==> config.mk <==
export PLATFORM = sky130hd
export DESIGN_NAME = sacl_ctrl
export DESIGN_NICKNAME = d
export VERILOG_FILES = /design/src/rtl/core/sacl_pkg.sv /design/src/rtl/core/sacl_ctrl.sv
export SDC_FILE = /design/constraint.sdc
export NUM_CORES = 1
export LEC_CHECK = 0
export BUFFER_PORTS_ARGS = -buffer_cell sky130_fd_sc_hd__clkbuf_2
export CORE_AREA = 2 2 39 41
export DETAILED_ROUTE_END_ITERATION = 12
export DIE_AREA = 0 0 41 43
export PLACE_DENSITY = 0.41
export SYNTH_ARGS = -nofsm -noshare
export SYNTH_HDL_FRONTEND = slang
export SYNTH_SLANG_ARGS = --single-unit
==> constraint.sdc <==
create_clock -name clk_i -period 1.1 [get_ports clk_i]
set_clock_uncertainty 0.1 [all_clocks]
set_input_delay 0.055 -clock clk_i [delete_from_list [all_inputs] [get_ports clk_i]]
set_output_delay 0.055 -clock clk_i [all_outputs]
set_load 0.01 [all_outputs]
==> src/rtl/core/sacl_pkg.sv <==
// ----------------------------------------------------------------------------
// sacl_pkg
// Shared types and constants of the set-associative LRU cache model.
// ----------------------------------------------------------------------------
package sacl_pkg;

  localparam int unsigned NumSets  = 1024;
  localparam int unsigned SetIdxW  = $clog2(NumSets);
  localparam int unsigned NumWays  = 8;
  localparam int unsigned WayW     = $clog2(NumWays);
  localparam int unsigned WayCntW  = 4;
  localparam int unsigned TagW     = 64;
  localparam int unsigned AddrW    = 64;
  localparam int unsigned StampW   = 32;
  localparam int unsigned TotalW   = 32;
  localparam int unsigned CfgIdxW  = 2;
  localparam int unsigned CfgDataW = 6;

  localparam logic [CfgIdxW-1:0] CfgSetBits   = 2'd0;
  localparam logic [CfgIdxW-1:0] CfgWays      = 2'd1;
  localparam logic [CfgIdxW-1:0] CfgBlockBits = 2'd2;

  // Commands from the controller to the datapath.
  typedef struct packed {
    logic clr;
    logic capture;
    logic rd;
    logic ex;
  } cmd_t;

  // Status from the datapath to the controller.
  typedef struct packed {
    logic clr_last;
    logic out_free;
  } status_t;

endpackage

==> src/rtl/core/sacl_ctrl.sv <==
// ----------------------------------------------------------------------------
// sacl_ctrl
// Sequencer: clearing pass, request capture, row read and row update.
// ----------------------------------------------------------------------------
module sacl_ctrl import sacl_pkg::*; (
  input  logic    clk_i,
  input  logic    rst_ni,
  input  logic    req_valid_i,
  output logic    req_ready_o,
  input  status_t st_i,
  output cmd_t    cmd_o
);

  typedef enum logic [3:0] {
    StClr  = 4'b0001,
    StIdle = 4'b0010,
    StRd   = 4'b0100,
    StEx   = 4'b1000
  } state_e;

  state_e state_q, state_d;

  always_comb begin
    state_d     = state_q;
    cmd_o       = '0;
    req_ready_o = 1'b0;
    unique case (state_q)
      StClr: begin
        cmd_o.clr = 1'b1;
        if (st_i.clr_last) state_d = StIdle;
      end
      StIdle: begin
        req_ready_o = 1'b1;
        if (req_valid_i) begin
          cmd_o.capture = 1'b1;
          state_d       = StRd;
        end
      end
      StRd: begin
        cmd_o.rd = 1'b1;
        state_d  = StEx;
      end
      StEx: begin
        if (st_i.out_free) begin
          cmd_o.ex = 1'b1;
          state_d  = StIdle;
        end
      end
      default: state_d = StClr;
    endcase
  end

  always_ff @(posedge clk_i or negedge rst_ni) begin
    if (!rst_ni) begin
      state_q <= StClr;
    end else begin
      state_q <= state_d;
    end
  end

endmodule

# Yosys cells after proc, flatten, opt, wreduce, memory -nomap -nowiden
# Cells that the tools add are included.
# Widths: inputs -> output; s select.
dict set report word_totals {
  word_cells 20
  input_bits 5
  out_inout_bits 5
  regBits 4
}
dict set report classes {
  eq_ne 7
  n_mux 11
  n_reduce_logical 1
}
# cell n
set op_table {}
lappend op_table {{$pmux 4 s4} 1}
lappend op_table {{$mux 4} 3}
lappend op_table {{$mux 1} 7}
lappend op_table {{$ne 2x2->1 const B} 3}
lappend op_table {{$eq 4x1->1 const B} 1}
lappend op_table {{$eq 4x2->1 const B} 1}
lappend op_table {{$eq 4x3->1 const B} 1}
lappend op_table {{$eq 4x4->1 const B} 1}
lappend op_table {{$reduce_and 3->1} 1}

# Logic depth before layout (Yosys ltp)
dict set report depth {
  depth_word 3
  ltp_mapped 4
  mapped_depth_nobuf 3
}

# Worst setup path after synthesis
# No wires, ideal clock.
dict set report synth_timing {
  path_type {register to output}
  from {register state_q[2]}
  to {output port cmd_o[2] (netlist name)}
  path_slack_ns -0.160
  t_required_ns 0.945
  n_path_buf 1
  t_arrival_ns 1.105
  stages_incl_launch_ff 4
  path_cell_list {dfrtp_1 buf_6 nor4b_2 and2_1}
}
# element line
set synth_lines {}
lappend synth_lines {{start, declared} sacl_ctrl.sv:21} ;# state_e state_q, state_d;
lappend synth_lines {{start signal, assigned} sacl_ctrl.sv:55} ;# state_q <= StClr;
lappend synth_lines {{start signal, assigned} sacl_ctrl.sv:57} ;# state_q <= state_d;
lappend synth_lines {{end, declared} sacl_ctrl.sv:11} ;# output cmd_t cmd_o

==> flow_summary_export.csv <==
group,metric,value,unit
synth,avgSynthCellArea,10.95,um2
sta,max_slew_margin,0.7852,
sta,setup_viol,8,
placed_design,dp_slack,-106.6,ps
finish,regMostFlops,"state_q",
placed_design,port_buffers,9,
synth,yosys_warnings,0,
finish,final_layout_size_suffix_gt1_frac,0.6957,
routing,first_iter_violations,1,
routing,drc,0,
grt,grt_max_degree,8,
finish,n_fill_cell,142,
routing,via_per_inst,4.516,
floorplanning,dieWidth,41,um
routing,wl_met1,263,um
placed_design,place_congestion,0.7033,
setup_path,crit_required,940,ps
finish,fin_nets,52,
setup_path,r2r-end,"state_q[0]$_DFFE_PN1P_",
routing,dr.pass1.iters,3,
clock_tree,cts_sinks,4,
grt,antenna_found_initial,0,
synth,synth-seq-cells,4,
grt,grt_pass1_vias,296,
power,intPower,0.6724,mW
power,switching_share,0.3536,
setup_path,timing.rr.start,"state_q[3]$_DFFE_PN0P_",
grt,overflow,0,
setup_path,critical_path_class,"reg2out",
sta,timing.final.crit_share,1.278,
power,power,1.040,mW
routing,vias,280,
synth,synth_xor_area_frac,0.03333,
sta,fin_ws,-305.5,ps
finish,area_growth,94.76,%
power,vdd_ir_drop_max,0.0005272,V
routing,wl_met2,397,um
floorplanning,start_util,0.1899,
sta,worst_hold_slack,31.91,ps
floorplanning,ioPinCount,10,
clock_tree,clk_latency,250,ps
clock_tree,cts_htree_levels,1,
routing,wirelength,751,um
power,combinationalPowerShare,0.492,
setup_path,start_kind,"flip-flop",
sta,tightest_slew,321.3,ps
finish,largest_register_ffs,4,
finish,reg_top3,"state_q (4)",
clock_tree,numCtsBuffers,3,
synth,ys_types,20,
synth,ys_seq_area_frac,0.3857,
sta,slew_viol_final,0,
sta,rsz0062_at_grt,"true",
grt,grt_pass1_wl,1186,um
synth,synthSimpleGateAreaFrac,0.3667,
power,p_leak,0.2240,nW
grt,track_usage,0.1149,
setup_path,crit_arrival,1250,ps
routing,wire_per_inst,12.11,um
synth,synthCells,24,
worst_hold_path,hp-class,"in2reg",
power,pwr-share-clk,0.202,
clock_tree,root_buffer,"clkbuf_4",
status,status,"complete, but fails checks",
routing,drtAntennaViolNets,0,
clock_tree,cts_tree,"done",
sta,fmax,711.5,MHz
clock_tree,clockBufferDepth,2,
sta,period_needed,1406,ps
worst_hold_path,min_to,"state_q[1]$_DFFE_PN0P_",
floorplanning,fp-row-count,14,
setup_path,endpoint_kind,"primary output",
synth,synth_top_family_by_area,"simple AND/OR/NAND/NOR gates",
finish,diodes,0,
synth,synthMuxAreaShare,0,
floorplanning,die_h,43,um
synth,synth_fa_ha_area_frac,0,
synth,synth_fp_nets,29,
setup_path,reg2reg_depth,3,
sta,hold_viol,0,
power,powerDensity,2033,nW/um2
power,p_sw,0.3679,mW
power,seq_power_share,0.306,
routing,wl_met3,37,um
floorplanning,coreArea,1384,um2
synth,synth.cell_area,262.8,um2
routing,top_layer_used,"met4",
worst_hold_path,holdCritStartpoint,"st_i[1]",
status,violations,"negative setup slack",
clock_tree,path_clk_slew,40,ps
setup_path,r2r_setup_slack,-140,ps
job,cap_violations,0,
floorplanning,die_area,1763,um2
finish,final_cell_mix,"clkbuf_2, buf_6, buf_2",
worst_hold_path,hold-path-cell-count,3,
setup_path,crit_fanout,6,
synth,synth_compound_gate_area_share,0.1429,
[worst max-delay path by stage]
stage / end / slack [ps] / start
2_1_floorplan: cmd_o[2] / -80 / state_q[2]$_DFFE_PN0P_
3_3_place_gp: state_q[1]$_DFFE_PN0P_ / -100 / state_q[0]$_DFFE_PN1P_
3_5_place_dp: state_q[3]$_DFFE_PN0P_ / -110 / state_q[3]$_DFFE_PN0P_
4_1_cts: cmd_o[2] / -310 / state_q[2]$_DFFE_PN0P_
5_1_grt: cmd_o[3] / -360 / state_q[0]$_DFFE_PN1P_
6_report: cmd_o[3] / -310 / state_q[0]$_DFFE_PN1P_
[synth_stat cells, drive strengths merged]
library cell	count	area, um2
buf	2	18.77
nor2	1	3.750
xor2	1	8.760
a21oi	1	5.000
and4b	1	10.01
dfstp	1	26.28
nor3	1	5.000
nand4bb	1	11.26
nor4b	3	38.79
nand2b	1	6.260
dfrtp	3	75.07
o22a	1	8.760
a21boi	1	7.510
or3b	1	8.760
a31oi	1	6.260
and2	2	12.51
o21ai	2	10.00
[cell type report]
cell class                 count  area [um2]  share of cell area
tap                           16       20.02             0.03912
sequential                     4       105.1              0.2054
multi-input combinational     18       206.4              0.4034
timing repair buffer          20       153.9              0.3007
clock buffer                   4       26.28             0.05134
[power groups by stage]
stage                     Clock, mW  Combinational [mW]  Sequential [mW]
after floorplan                   0               0.224            0.264
after global placement            0               0.336            0.299
after detailed placement          0               0.338            0.296
after CTS                     0.216               0.406            0.302
after global routing          0.218               0.555            0.331
final                         0.210               0.512            0.318
[cells by family after synthesis]
group,Yosys count
buf+inv,2
xor+xnor,1
simple gates,11
flops,4
compound gates,6
[per-layer routing]
layer,vias to the layer above,global-route usage
met5,-,0
met4,0,0.1800
met3,4,0.03141
met2,8,0.1406
met1,135,0.1173
li1,133,-
[per-stage QoR]
step                      setup TNS [ps]  instances  area, um2  utilization
after floorplan                   -145.0         24      277.8            -
after CTS                          -1674         62      462.9       0.3345
after global placement            -557.1         52      361.6       0.2613
after global routing               -2015         62      511.7       0.3698
after detailed placement          -577.8         52      361.6       0.2613
final                              -1694         62      511.7       0.3698
[critical path, cell delays in order (launching register included)]
cell,delay [ps]
dfstp_2,630
nor4b_4,220
buf_2,160
[timing repair]
item | 4_1_cts | 5_1_grt
pin swaps | 5 | 0
hold buffers | 3 | 0
setup endpoints to repair | 8 | 8
gates resized for setup | 7 | 13
endpoints found under the hold margin | 6 | 0
buffers inserted | 3 | 0
Note: power is estimated with default switching activity, not from simulation.
